`src/bklp_pkg.sv`:
```
// Shared types, codes and constants for the byte-keyed linear-probe table.
`timescale 1ns / 1ps
`default_nettype none
package bklp_pkg;

  localparam int DEPTH_DEF = 256;

  localparam logic [15:0] MULT_RST = 16'd40503;
  localparam logic [8:0]  SIZE_RST = 9'd256;

  localparam logic FN_LOOKUP = 1'b0;
  localparam logic FN_INSERT = 1'b1;

  localparam logic [1:0] ST_OK   = 2'd0;
  localparam logic [1:0] ST_MISS = 2'd1;
  localparam logic [1:0] ST_FULL = 2'd2;

  localparam logic REG_MULT = 1'b0;
  localparam logic REG_SIZE = 1'b1;

  typedef struct packed {
    logic        func;
    logic [7:0]  key;
    logic [63:0] entry;
  } in_req_t;

  typedef struct packed {
    logic [63:0] found_word;
    logic [1:0]  status;
  } out_rsp_t;

  typedef struct packed {
    logic clear;
    logic load;
    logic hash1;
    logic hash2;
    logic probe;
    logic out_load;
  } ctrl_cmd_t;

  typedef struct packed {
    logic clear_done;
    logic hit;
    logic exhausted;
  } dp_sts_t;

endpackage
`default_nettype wire

```
`src/bklp_regs.sv`:
```
// APB configuration registers: hash multiplier and table size.
`timescale 1ns / 1ps
`default_nettype none
module bklp_regs import bklp_pkg::*; (
  input  wire logic        clk,
  input  wire logic        rst_n,
  input  wire logic        psel,
  input  wire logic        penable,
  input  wire logic        pwrite,
  input  wire logic [2:0]  paddr,
  input  wire logic [31:0] pwdata,
  output logic [31:0]      prdata,
  output logic             pready,
  output logic [15:0]      mult,
  output logic [8:0]       tsize
);

  logic [15:0] mult_r;
  logic [8:0]  tsize_r;
  logic        wr_en;
  logic        idx;

  assign pready = 1'b1;
  assign idx    = paddr[2];
  assign wr_en  = psel && penable && pwrite && pready;

  always_ff @(posedge clk) begin
    if (!rst_n) begin
      mult_r  <= MULT_RST;
      tsize_r <= SIZE_RST;
    end else if (wr_en) begin
      unique case (idx)
        REG_MULT: mult_r  <= pwdata[15:0];
        REG_SIZE: tsize_r <= pwdata[8:0];
      endcase
    end
  end

  always_comb begin
    unique case (idx)
      REG_MULT: prdata = {16'd0, mult_r};
      REG_SIZE: prdata = {23'd0, tsize_r};
    endcase
  end

  assign mult  = mult_r;
  assign tsize = tsize_r;

endmodule
`default_nettype wire

```
`config.mk`:
```
export PLATFORM = sky130hd
export DESIGN_NAME = bklp_regs
export DESIGN_NICKNAME = d
export VERILOG_FILES = /design/src/bklp_pkg.sv /design/src/bklp_regs.sv
export SDC_FILE = /design/constraint.sdc
export NUM_CORES = 1
export LEC_CHECK = 0
export BUFFER_PORTS_ARGS = -buffer_cell sky130_fd_sc_hd__clkbuf_2
export CORE_ASPECT_RATIO = 1.25
export CORE_MARGIN = 2
export CORE_UTILIZATION = 25
export DETAILED_ROUTE_END_ITERATION = 8
export GPL_ROUTABILITY_DRIVEN = 0
export HOLD_SLACK_MARGIN = 0.06
export SLEW_MARGIN = 20
export SYNTH_ARGS = -nofsm -noshare
export SYNTH_HDL_FRONTEND = slang
export SYNTH_SLANG_ARGS = --single-unit
```
`constraint.sdc`:
```
create_clock -name clk -period 3.23 [get_ports clk]
set_input_delay 0.4845 -clock clk [delete_from_list [all_inputs] [get_ports clk]]
set_output_delay 0.4845 -clock clk [all_outputs]
set_load 0.02 [all_outputs]
```
## Yosys cells after proc, flatten, opt, wreduce, memory -nomap -nowiden

Cells that the tools add are included.

- Multiplexer cells: 1
- Bitwise gates (word level): 1
- Reduce and logical (&&, ||, !) cells: 4

Operators by type and width:

| operator | count |
|---|---|
| 32-bit case mux with 2 select lines | 1 |
| 2-bit AND reduction | 2 |
| 1-bit logical AND | 2 |
| 1-bit inverter | 1 |

- Bits in registers: 25
- Logic and storage cells: 8
- Output and inout bits: 58
- Bits of input ports: 40

## Longest topological paths before layout

- Word-level depth: 3
- Depth in mapped cells: 5
- Gate-level depth less buffers: 2

## Worst setup path before layout

OpenSTA, ideal clock, no wires.

- Kind: input -> output
- Start: in paddr[2]
- End: out prdata[6]
- Required time: 2.745 ns
- Arrival: 1.173 ns
- Path buffers: 2
- Cell stages on the path: 3
- Path slack: 1.573 ns
- Cells stage by stage: buf_6 buf_2 mux2_2

- Word-level cells in the longest chain between the ends: 2

RTL lines:

| element | line | RTL |
|---|---|---|
| from (decl) | bklp_regs.sv:10 | `input wire logic [2:0] paddr,` |
| 1-bit inverter | - |  |
| 32-bit case mux with 2 select lines * | bklp_regs.sv:40 | `unique case (idx)` |
| to (decl) | bklp_regs.sv:12 | `output logic [31:0] prdata,` |

Mark *: on every way between the ends. The rest lies on a longest branch, timed or not. The select of a mux whose other input is x is not followed.

## Worst setup path after layout

- Start: in paddr[2]
- End: out prdata[1]

The elaborated chain is that of the path after synthesis.

==> impl_metrics.csv <==
group,metric,value,unit
routing,drc_errors,0,
setup_path,critical_path_class,"in -> out",
timing,hold_violations,0,
finish,diodes,0,
clocking,numCtsBuffers,3,
routing,drtIter0Drc,10,
place,dpl.cell_count,257,
pwr,clkPwrFrac,30.0,%
routing,wl_per_cell,10.55,µm
synthesis,synth.largest_area_cell,"dfxtp_1",
clocking,clock-sinks,25,
grt,grt_overflow,0,
clocking,root_buffer,"clkbuf_8",
clocking,cts_hold_buf,0,
synthesis,ys_ff_latch,25,
synthesis,synthCells,144,
synthesis,synth_warnings,0,
worst_hold_path,hold_path.class,"in -> reg",
pwr,irDropWorstVdd,0.1750,mV
setup_path,worstPathArrival,1.39,ns
timing,finalSetupViolCount,0,
clocking,path_clk_slew,0.09,ns
setup_path,cp_cell_sequence,"clkbuf_2 > mux2_2 > clkbuf_2",
setup_path,path_depth,3,
clocking,post_cts_buffers,0,
setup_path,reg2reg_from,"tsize[8]",
grt,grt_pass1_wl,4353,µm
clocking,clk_latency,0.26,ns
setup_path,cp.required,2.75,ns
worst_hold_path,min_from,"pwdata[14]",
clocking,cts_tree,"built",
outcome,status,"complete, no violations",
timing,fin_skew,0,ns
grt,grt_usage,8.954,%
floorplan,start_util,26.23,%
setup_path,worstSetupStartpoint,"paddr[2]",
clocking,clockBufferDepth,2,
setup_path,crit_path_end_kind,"primary output",
pwr,p_comb_share,18.4,%
finish,syn_to_final_growth,22.04,%
routing,wl,2754,µm
routing,dr.pass1.iters,3,
setup_path,cpLargestDelayFamily,"buffers and inverters",
pwr,power_density,376.1,nW/µm²
timing,postLayoutSetupSlackWorst,1.355,ns
floorplan,fp.dieW,69.76,µm
place,place_ws,1.193,ns
place,dp_hpwl,2018,µm
grt,antenna_found_initial,0,
setup_path,cp_num_buf_inv,2,
pwr,switchingPower,177.7,µW
floorplan,core,5152,µm²
clocking,cts_max_level,1,
clocking,post_cts_resized,0,
flow_run,drv_cap,0,
synthesis,post_synth_instance_area,1351,µm²
finish,stdcell_count,261,
synthesis,synth_area_per_cell,9.384,µm²
setup_path,cp_max_fo,18,
synthesis,yosysSeqAreaShare,37.04,%
timing,rsz0062_at_grt,"false",
synthesis,yosysTopAreaCellShare,37.04,%
floorplan,die-area,6013,µm²
floorplan,rows,29,
timing,finalCriticalPeriod,1.875,ns
floorplan,ioPinCount,98,
timing,maxSlewHeadroom,50.40,%
routing,ant_nets,0,
timing,min_period_over_period,58.04,%
worst_hold_path,hold_depth,3,
setup_path,crit_top_cell,"clkbuf_2",
grt,grt_use_met3,2.209,%
setup_path,slowest_delay,0.38,ns
grt,busiest_layer,"met2",
pwr,p_int,442.6,µW
timing,drv_slew,0,
grt,gr-usage-met1,10.31,%
timing,max_freq,0.5335,GHz
synthesis,synthArstFlopShare,0,%
synthesis,yosysUniqueCellTypes,13,
finish,nets,240,
pwr,sequentialPowerShare,51.5,%
grt,grt_max_degree,48,
setup_path,rr_worst_depth,2,
timing,fin_tns_setup,0,ns
finish,drive_above_1_share,38.19,%
pwr,swShare,28.65,%
routing,viasPerCell,4.023,
setup_path,critPathLaunchType,"input pin",
synthesis,synth_flop_cell,"dfxtp_1",
timing,holdWs,0.4400,ns
pwr,power_leakage,0.0007994,µW
synthesis,synth_edf_count,0,
routing,route.vias.total,1050,
grt,first_global_vias,934,
finish,fin_util,32.01,%
setup_path,slowest_stage,"mux2_2",
place,portBuffers,62,
synthesis,synthTopCellsByArea,"dfxtp_1, mux2i_1, nor2b_1",
floorplan,die_h,86.20,µm
grt,met2_usage,16.10,%
timing,tightest_slew,0.7440,ns
-- synthesized netlist by cell type (2+ instances only) --
cell       n
conb_1     2
dfxtp_1   25
nor2b_1   29
mux2_2     9
nand2_1   25
buf_6      2
buf_2      3
buf_4     17
clkbuf_1   4
mux2i_1   25
-- registers in the layout (all words and copies together) (netlist names) --
name	flops
mult	16
tsize	9
-- worst min-delay path, delay by kind of cell --
kind	cells	cell delay, ns
mux	1	0.05
simple gates	1	0.05
buf+inv	1	0.08
-- power groups by stage --
stage / registers, µW / clock network, µW / logic (µW)
global placement: 327 / 0 / 115
finish: 320 / 186 / 114
floorplan: 335 / 0 / 91.2
global route: 321 / 212 / 125
CTS: 320 / 203 / 117
detailed placement: 327 / 0 / 116
-- metrics by stage --
stage	instance area (µm²)	total power (µW)
after detailed placement	1603	443.3
after CTS	1649	639.1
after global routing	1649	658.1
final	1649	620.3
after global placement	1603	442.3
after floorplan	1408	425.9
-- per-layer routing --
metal / part of all wire, % / wire length (µm)
met1: 42 / 1152
met2: 50 / 1384
met3: 7.4 / 204
met4: 0.44 / 12
met5: 0 / 0
-- layout make-up --
type	instances	area [µm²]
Fill cell	559	3503
Multi-Input combinational cell	107	706.9
Sequential cell	25	500.5
Timing Repair Buffer	63	317.8
Tap cell	62	77.57
Clock buffer	3	41.29
Clock inverter	1	5.005
-- logic make-up after synthesis --
group | synth area share (%)
DFF | 37.04
other | 0.5558
and+or+nand+nor | 21.57
muxes | 26.02
buffers and inverters | 14.81
-- cells in the final DEF, fill, tap and decap left out, drive strengths merged --
cell type	Yosys	routed
clkbuf	4	65
nor2b	29	29
nand2	25	25
mux2i	25	25
dfxtp	25	25
conb	2	17
mux2	9	9
and4b	1	1
nand4	1	1
clkinv	0	1
buf	23	1
-- path summary, 6_finish.rpt --
path	end	slack, ns
setup / recovery	prdata[1]	1.36
hold / removal	mult[14]	0.44
hold reg to reg	mult[13]	0.47
setup reg to reg	tsize[8]	2.58
(Power assumes the default switching activity.)
