**config.mk**
```make
export PLATFORM = sky130hd
export DESIGN_NAME = bklp_ctrl
export DESIGN_NICKNAME = d
export VERILOG_FILES = /design/src/bklp_pkg.sv /design/src/bklp_ctrl.sv
export SDC_FILE = /design/constraint.sdc
export NUM_CORES = 1
export LEC_CHECK = 0
export ABC_AREA = 1
export CAP_MARGIN = 40
export CORE_AREA = 2 2 39 41
export DETAILED_ROUTE_END_ITERATION = 6
export DIE_AREA = 0 0 41 43
export DONT_BUFFER_PORTS = 1
export RECOVER_POWER = 25
export REMOVE_ABC_BUFFERS = 1
export SYNTH_ARGS = -nofsm -noshare
export SYNTH_HDL_FRONTEND = slang
export SYNTH_SLANG_ARGS = --single-unit
```
**constraint.sdc**
```tcl
create_clock -name clk -period 3.45 [get_ports clk]
set_clock_uncertainty 0.15 [all_clocks]
set_input_delay 0.1725 -clock clk [delete_from_list [all_inputs] [get_ports clk]]
set_output_delay 0.1725 -clock clk [all_outputs]
set_load 0.02 [all_outputs]
```
**src/bklp_pkg.sv**
```systemverilog
// Shared types, codes and constants for the byte-keyed linear-probe table.
`timescale 1ns / 1ps
`default_nettype none
package bklp_pkg;

  localparam int DEPTH_DEF = 256;

  localparam logic [15:0] MULT_RST = 16'd40503;
  localparam logic [8:0]  SIZE_RST = 9'd256;

  localparam logic FN_LOOKUP = 1'b0;
  localparam logic FN_INSERT = 1'b1;

  localparam logic [1:0] ST_OK   = 2'd0;
  localparam logic [1:0] ST_MISS = 2'd1;
  localparam logic [1:0] ST_FULL = 2'd2;

  localparam logic REG_MULT = 1'b0;
  localparam logic REG_SIZE = 1'b1;

  typedef struct packed {
    logic        func;
    logic [7:0]  key;
    logic [63:0] entry;
  } in_req_t;

  typedef struct packed {
    logic [63:0] found_word;
    logic [1:0]  status;
  } out_rsp_t;

  typedef struct packed {
    logic clear;
    logic load;
    logic hash1;
    logic hash2;
    logic probe;
    logic out_load;
  } ctrl_cmd_t;

  typedef struct packed {
    logic clear_done;
    logic hit;
    logic exhausted;
  } dp_sts_t;

endpackage
`default_nettype wire

```
**src/bklp_ctrl.sv**
```systemverilog
// Controller: clearing pass, hash steps, probe loop and output register handoff.
`timescale 1ns / 1ps
`default_nettype none
module bklp_ctrl import bklp_pkg::*; (
  input  wire logic    clk,
  input  wire logic    rst_n,
  input  wire logic    in_valid,
  output logic         in_ready,
  output logic         out_valid,
  input  wire logic    out_ready,
  output ctrl_cmd_t    cmd,
  input  wire dp_sts_t sts
);

  localparam logic [2:0] S_CLEAR = 3'd0;
  localparam logic [2:0] S_IDLE  = 3'd1;
  localparam logic [2:0] S_HASH1 = 3'd2;
  localparam logic [2:0] S_HASH2 = 3'd3;
  localparam logic [2:0] S_PROBE = 3'd4;
  localparam logic [2:0] S_DONE  = 3'd5;

  logic [2:0] state_r, state_nxt;
  logic       out_valid_r, out_valid_nxt;

  always_ff @(posedge clk) begin
    if (!rst_n) begin
      state_r     <= S_CLEAR;
      out_valid_r <= 1'b0;
    end else begin
      state_r     <= state_nxt;
      out_valid_r <= out_valid_nxt;
    end
  end

  always_comb begin
    state_nxt     = state_r;
    out_valid_nxt = out_valid_r && !out_ready;
    cmd           = '0;
    unique case (state_r)
      S_CLEAR: begin
        cmd.clear = 1'b1;
        if (sts.clear_done) state_nxt = S_IDLE;
      end
      S_IDLE: begin
        if (in_valid) begin
          cmd.load  = 1'b1;
          state_nxt = S_HASH1;
        end
      end
      S_HASH1: begin
        cmd.hash1 = 1'b1;
        state_nxt = S_HASH2;
      end
      S_HASH2: begin
        cmd.hash2 = 1'b1;
        state_nxt = S_PROBE;
      end
      S_PROBE: begin
        cmd.probe = 1'b1;
        if (sts.hit || sts.exhausted) state_nxt = S_DONE;
      end
      S_DONE: begin
        if (!out_valid_r || out_ready) begin
          cmd.out_load  = 1'b1;
          out_valid_nxt = 1'b1;
          state_nxt     = S_IDLE;
        end
      end
      default: begin
        state_nxt = S_IDLE;
      end
    endcase
  end

  assign in_ready  = (state_r == S_IDLE);
  assign out_valid = out_valid_r;

endmodule
`default_nettype wire

```
=== Yosys cells after proc, flatten, opt, wreduce, memory -nomap -nowiden ===
Index checks and enable logic that the tools add are counted.
W data, S select, Z words.

* $add $sub $neg: 0
* Multipliers: 0
* Div/mod/pow operators: 0
* Magnitude comparators: 0
* Eq/ne operators: 9
* Shifts and indexed selects: 0
* Mux-type cells: 15
* Bitwise operators: 0
* Reductions and logical operators: 7

{| class="wikitable"
|+ Operators by type and width
! kind !! number
|-
| $pmux W3 S6 || 1
|-
| $mux W3 || 4
|-
| $mux W1 || 10
|-
| $ne A2 B2 Y1 const B || 4
|-
| $eq A3 B2 Y1 const B || 2
|-
| $eq A3 B3 Y1 const B || 2
|-
| $reduce_and A4 Y1 || 1
|-
| $eq A3 B1 Y1 const B || 1
|-
| $logic_not A3 Y1 || 1
|-
| $logic_not A1 Y1 || 2
|-
| $logic_or A1 B1 Y1 || 2
|-
| $logic_and A1 B1 Y1 || 1
|}

* Register bits: 4
* Latch bits: 0
* Memory bits (writable): 0
* Bits in read-only memories: 0
* Bits of input ports: 7
* Output and inout bits: 8
* Word-level logic and storage cells: 33
* Memories kept: 0

=== Longest topological paths before layout ===
Gate-level depths: netlist of the first run.

* Depth after elaboration: 4
* Mapped depth: 8
* Depth with buffers taken out: 8

=== Worst setup path after synthesis of the first run ===
No wires, ideal clock.

* Kind: flip-flop to output port
* From: register state_r[0]
* To: output port cmd[4] in the netlist's numbering
* Arrival: 1.072 ns
* Data required time: 3.127 ns
* Slack: 2.056 ns
* Cell stages (with the launch flop): 5
* Path buffers: 0
* Cells stage by stage: dfxtp_1 > inv_1 > nor2_2 > inv_1 > nor3_1

{| class="wikitable"
|+ RTL lines
! element !! line !! RTL
|-
| start: declaration || bklp_ctrl.sv:22 || <nowiki>logic [2:0] state_r, state_nxt;</nowiki>
|-
| start signal: assignment || bklp_ctrl.sv:30 || <nowiki>state_r <= state_nxt;</nowiki>
|-
| end: declaration || bklp_ctrl.sv:11 || <nowiki>output ctrl_cmd_t cmd,</nowiki>
|}

==> results of run 1 <==
==> sequential cells by signal, indices dropped and copies added (netlist names) <==
register,flops
out_valid,1
state_r,3
==> per-layer routing <==
| layer | vias up | wire (microns) |
|---|---|---|
| met5 | - | 0 |
| met4 | 0 | 0 |
| met3 | 0 | 23 |
| met2 | 6 | 314 |
| met1 | 117 | 274 |
| li1 | 148 | - |
==> metrics by stage <==
stage / hold WS, ns / std cells / worst slack [ns] / cell area [sq um]
floorplan: 0.1573 / 46 / 2.056 / 264.0
global placement: 0.1646 / 62 / 2.004 / 284.0
detailed placement: 0.1637 / 62 / 1.973 / 284.0
CTS: 0.01597 / 66 / 1.714 / 316.6
global route: 0.05737 / 66 / 1.624 / 314.1
finish: 0.02066 / 66 / 1.728 / 314.1
==> area by class of cell <==
class / instances / area (sq um) / area share
Timing Repair Buffer: 1 / 10.01 / 0.03187
Inverter: 11 / 41.29 / 0.1315
Tap cell: 16 / 20.02 / 0.06375
Sequential cell: 4 / 80.08 / 0.2550
Multi-Input combinational cell: 31 / 140.1 / 0.4462
Clock buffer: 3 / 22.52 / 0.07171
==> worst reg2reg max path: cells and delay by family (launching register included) <==
| kind | cells | cell delay (ns) |
|---|---|---|
| AO/OA/AOI/OAI | 1 | 0.11 |
| buffers and inverters | 2 | 0.17 |
| flip-flops | 1 | 0.38 |
| AND/OR/NAND/NOR | 3 | 0.58 |
==> how the worst max path moves through the flow <==
stage | from | end | slack, ns | cells after the start
after CTS | state_r[0] | cmd[4] | 1.71 | 4
after global placement | state_r[0] | cmd[4] | 2.00 | 4
after floorplan | state_r[0] | cmd[4] | 2.06 | 4
final | state_r[0] | cmd[4] | 1.73 | 4
after detailed placement | state_r[0] | cmd[4] | 1.97 | 4
after global routing | state_r[0] | cmd[4] | 1.62 | 4
==> cell usage in the layout, fill, tap and decap left out, types with 2 or more instances in the layout <==
cell / synthesis / routed
sky130_fd_sc_hd__nor3_1: 3 / 3
sky130_fd_sc_hd__nand3_1: 4 / 4
sky130_fd_sc_hd__o21ai_1: 2 / 2
sky130_fd_sc_hd__nor2_2: 3 / 2
sky130_fd_sc_hd__nand2_1: 7 / 7
sky130_fd_sc_hd__nor2_1: 10 / 11
sky130_fd_sc_hd__clkbuf_4: 0 / 3
sky130_fd_sc_hd__inv_1: 11 / 11
sky130_fd_sc_hd__dfxtp_1: 4 / 4
==> cell families after synthesis <==
| logic type | after synthesis | share of synthesized area |
|---|---|---|
| AND/OR/NAND/NOR | 28 | 0.4637 |
| buffers and inverters | 12 | 0.1909 |
| flip-flops | 4 | 0.2909 |
| AO/OA/AOI/OAI | 3 | 0.05453 |
==> what timing repair did <==
| item | CTS | global route |
|---|---|---|
| hold buffers | 1 | 0 |
| gates resized for setup | 0 | 0 |
| hold endpoints to repair | 4 | 0 |
==> power groups by stage <==
stage / registers, mW / logic, mW / clock network [mW]
6_report: 0.0910 / 0.166 / 0.0571
5_1_grt: 0.0948 / 0.184 / 0.0626
4_1_cts: 0.0907 / 0.172 / 0.0611
3_5_place_dp: 0.0916 / 0.170 / 0
3_3_place_gp: 0.0910 / 0.168 / 0
2_1_floorplan: 0.0863 / 0.147 / 0
==> out/results.ini, run 1 <==
[critical_path]
start_kind=flop
cell_repeated_most_along_the_worst_path=sky130_fd_sc_hd__inv_1
worstReg2RegStart=state_r[0]
reg2reg_setup_slack_ns=2.00
critical_path.max_stage_delay_ns=0.51
path_delay_family=simple AND/OR/NAND/NOR gates
crit_path_end_kind=primary output
criticalPathCategory=flop to primary output
crit_path_top_delay_cell=sky130_fd_sc_hd__nor3_1
worstPathBufferInverterCount=2
number_of_cells_on_the_worst_reg_to_reg_path=6
critical_path_required_ns=3.13
timing.critical_path.arrival_ns=1.40
critical_path.max_fanout=5
critical_path.reg2reg.endpoint=state_r[1]
worstPathCellList=inv_1, nor2_2, inv_1, nor3_1

[pwr]
leakage_nw=0.1594
totalPowerFinal_mw=0.3137
share_clk_of_total_power=0.182
cellPowerDensity_nw_per_um2=999.0
int_pwr_mw=0.1448
sequential_share_of_power=0.290
comb_power_share=0.528
power.net_switching_mw=0.1690
sw_frac_of_total=0.5386
vdd_drop_max_mv=0.2521

[clocking]
cts.sinks=4
cts_clk_pin_slew_worst_paths_ns=0.04
insertion_delay_to_the_later_sink_of_the_worst_skew_pair_ns=0.23
cts_tree=built
inserted_clock_buffers=3
cts_max_level=1
cts.repair_timing.setup_buffer_count=0
clk_path_buf_depth=2
clk_root_buffer_cell=sky130_fd_sc_hd__clkbuf_4

[placed_design]
io_buffers=0
detailed_place_hpwl_microns=513.1
last_weighted_congestion_value_of_the_routability_driven_placer=0.8168

[sta]
max_slew.worst_pin.slew_ns=0.6962
setup-violations-final=0
rsz0062_at_grt=false
slew_headroom=0.5323
final_min_period_over_clock_period=0.4990
finalHoldViolCount=0
final_max_slew_viol_count=0
min_period_ns=1.722
timing.setup.tns_ns=0
max_freq_ghz=0.5808

[grt]
busiest_layer=met2
gr-usage-met3=0.02094
global_route.usage.met1=0.08360
first_global_vias=276
total_grt_overflow=0
maximum_number_of_pins_on_one_net_before_global_route_repair=9
grt_antenna_before_repair=0
gr-usage-met2=0.1188
grt_pass1_wl_microns=952
grt_util_all_layers=0.08032

[finish]
antennaDiodeCount=0
final_layout_size_suffix_gt1_frac=0.1200
layout.filler_cells=162
synthToLayoutAreaGrowth_pct=14.09
nNetsFinal=59
finish.utilization=0.2269

[die]
die_w_microns=41
core-area_sq_um=1384
initial_core_util=0.1989
fp_rows=14
die_y_microns=43
die_area_sq_um=1763
top_level_ports=15

[synth]
warnings_synthesis=0
netlist_area_sq_um=275.3
mean_instance_size_in_the_synthesized_netlist_sq_um=5.857
ys_seq_area_frac=0.2909
synth_edf_count=0
yosysTopAreaCell=sky130_fd_sc_hd__dfxtp_1
yosys.cell_count.top_type=sky130_fd_sc_hd__inv_1
async_flop_share=0
gate_count_after_technology_mapping=47
synthTopCellsByCount=sky130_fd_sc_hd__inv_1 (11), sky130_fd_sc_hd__nor2_1 (10), sky130_fd_sc_hd__nand2_1 (7)
synth.distinct_cells=11
synth-seq-cells=4
dominantRegCellSynth=sky130_fd_sc_hd__dfxtp_1
synth.top_cell.area_share=0.2909
synth.area.top_cells=sky130_fd_sc_hd__dfxtp_1 (29%), sky130_fd_sc_hd__inv_1 (15%), sky130_fd_sc_hd__nor2_1 (14%)

[drt]
vias=271
vias_per_cell=4.106
drt_pass1_iterations=4
antenna_viol_nets_final=0
first_iteration_detailed_routing_drc_count=2
route.detailed.wl_per_inst_microns=9.273
routed_wirelength_microns=612
drc=0

[run]
maxCapViolCount=0

[worst_hold_path]
hp-start=out_ready
hold-path-endpoint=out_valid
min_path_type=input port to flop
whs_path_depth=3

[outcome]
outcome=completed

Note: power is estimated with default switching activity, not from simulation.
==> run 2: changes to the inputs <==
==> constraint.sdc (replaced) <==
create_clock -name clk -period 1.59 [get_ports clk]
set_clock_uncertainty 0.15 [all_clocks]
set_input_delay 0.0795 -clock clk [delete_from_list [all_inputs] [get_ports clk]]
set_output_delay 0.0795 -clock clk [all_outputs]
set_load 0.02 [all_outputs]
==> run 2 against run 1 <==
- global-route usage decreased by 0.80 points
- sequential cell count did not move
- worst setup slack got worse by 1.6 ns
- largest cell class unchanged
- sequential share of layout area fell by 4.0 points
- hold slack gained 0.092 ns
- total power is 140% higher
- core utilization up 4.6 points
- die area did not move
- design area increased by 20%
==> out/results.ini, run 2 (same netlist as run 1, synthesis figures left out) <==
[outcome]
outcome=completed

[clocking]
cts.sinks=4  ; unchanged
cts_max_level=1  ; unchanged
inserted_clock_buffers=3  ; unchanged
cts_tree=built
clk_root_buffer_cell=sky130_fd_sc_hd__clkbuf_4
cts_clk_pin_slew_worst_paths_ns=0.04  ; about the same
clk_path_buf_depth=2  ; unchanged
insertion_delay_to_the_later_sink_of_the_worst_skew_pair_ns=0.23  ; about the same

[sta]
min_period_ns=1.429
final_max_slew_viol_count=0  ; unchanged
timing.setup.tns_ns=0  ; unchanged
max_freq_ghz=0.7000
finalHoldViolCount=0  ; unchanged
rsz0062_at_grt=false
final_min_period_over_clock_period=0.8985
slew_headroom=0.7406  ; +0.2083
max_slew.worst_pin.slew_ns=0.3877  ; -0.3085 ns
setup-violations-final=0  ; unchanged

[critical_path]
critical_path_required_ns=1.36  ; -1.77 ns
startpoint=state_r[0]
start_kind=flop
criticalPathCategory=flop to primary output
worstReg2RegStart=state_r[1]
crit_path_end_kind=primary output
critical_path.max_fanout=5  ; unchanged
timing.critical_path.arrival_ns=1.20  ; -0.20 ns
number_of_cells_on_the_worst_reg_to_reg_path=7  ; +1

[finish]
top_register=state_r
synthToLayoutAreaGrowth_pct=37.27
finish.utilization=0.2731  ; +0.04611
antennaDiodeCount=0  ; unchanged
nNetsFinal=67  ; +14%
layout.filler_cells=154  ; -4.9%
finish.cell_count_without_fillers=74  ; +12%
most_common_cell_after_layout_fill_and_taps_aside=sky130_fd_sc_hd__inv_1
largest_register_ffs=3  ; unchanged
final_layout_size_suffix_gt1_frac=0.1897  ; +0.06966
mostFrequentLayoutCells=sky130_fd_sc_hd__inv_1 (11), sky130_fd_sc_hd__nor2_1 (10), sky130_fd_sc_hd__nand2_1 (7)
post-route-cell-area_sq_um=377.9  ; +20%

[worst_hold_path]
hp-start=sts[1]
min_path_type=input port to flop
whs_path_depth=5  ; +2

[grt]
grt_pass1_wl_microns=848  ; -11%
first_global_vias=238  ; -14%
total_grt_overflow=0  ; unchanged
grt_antenna_before_repair=0  ; unchanged
grt_util_all_layers=0.07229  ; -0.008032
maximum_number_of_pins_on_one_net_before_global_route_repair=9  ; unchanged

[drt]
route.detailed.wl_per_inst_microns=8.297  ; -11%
first_iteration_detailed_routing_drc_count=3  ; +1
drc=0  ; unchanged
detailroute.wirelength.met2_microns=266  ; -15%
vias=302  ; +11%
antenna_viol_nets_final=0  ; unchanged
maxUsedRoutingLayer=met3
m1WireLength_microns=292  ; +6.6%
routed_wirelength_microns=614  ; +0.33%
drt_pass1_iterations=2  ; -2
met3WireLength_microns=55  ; +140%
vias_per_cell=4.081  ; -0.61%

[die]
die_y_microns=43  ; unchanged
initial_core_util=0.1989  ; unchanged
core-area_sq_um=1384  ; unchanged
fp_rows=14  ; unchanged
die_w_microns=41  ; unchanged
die_area_sq_um=1763  ; unchanged
top_level_ports=15  ; unchanged

[placed_design]
placedCellCount=67  ; +8.1%
io_buffers=0  ; unchanged
postPlaceCellArea_sq_um=321.6  ; +13%
last_weighted_congestion_value_of_the_routability_driven_placer=0.8483  ; +3.9%
detailed_place_hpwl_microns=489.3  ; -4.6%

[pwr]
vdd_drop_max_mv=0.6364  ; +150%
leakage_nw=0.1908  ; +20%
cellPowerDensity_nw_per_um2=1974  ; +98%

[run]
maxCapViolCount=0  ; unchanged

-- run 2: cell count changes in the layout (fill, tap and decap cells not counted), sizes merged --
cell	before	now
clkbuf	3	5
dlygate4sd3	1	4
buf	0	3
-- run 2: what timing repair did --
| item | in CTS | in global routing |
|---|---|---|
| endpoints found under the setup margin | 0 | 3 |
| gates resized for setup | 0 | 1 |
| hold endpoints to repair | 4 | 0 |
| hold buffers | 4 | 0 |
| buffers inserted | 0 | 0 |
-- run 2: cell type report --
class	count	area (sq um)	share of cell area
clock buffers	3	22.52	0.05960
repair buffers	9	70.07	0.1854
flip-flops and latches	4	81.33	0.2152
multi-input cells	31	142.6	0.3775
inverters	11	41.29	0.1093
well taps	16	20.02	0.05298
-- run 2: path summary, 6_finish.rpt --
kind / end / slack (ns)
worst max-delay path: cmd[2] / 0.16
worst min-delay path: state_r[2] / 0.11
worst max register to register: state_r[0] / 0.28
worst min register to register: state_r[0] / 0.39
-- run 2: report_power, final --
part | switching, mW | internal, mW
Clock | 0.0405 | 0.0844
Combinational | 0.284 | 0.142
Sequential | 0.0539 | 0.142
Total | 0.378 | 0.368
-- run 2: worst max-delay path, cell delays in order (launching register included) --
cell and delay (ns):
sky130_fd_sc_hd__dfxtp_2 0.35, sky130_fd_sc_hd__inv_1 0.07, sky130_fd_sc_hd__nor2_2 0.13, sky130_fd_sc_hd__inv_1 0.10
sky130_fd_sc_hd__nor2_1 0.32
-- run 2: metrics by stage --
step	hold WS, ns	setup slack (ns)	power, mW
after floorplan	0.06426	0.2781	0.5066
after global placement	0.06758	0.3188	0.6309
after detailed placement	0.07000	0.2884	0.6356
after CTS	0.1057	0.09519	0.7767
after global routing	0.1341	0.05877	0.8084
final	0.1130	0.1614	0.7459
-- run 2: routing by layer --
metal,GRT usage,vias up
met5,0,-
met4,0,0
met3,0.06283,0
met2,0.1063,8
met1,0.08360,130
li1,-,164
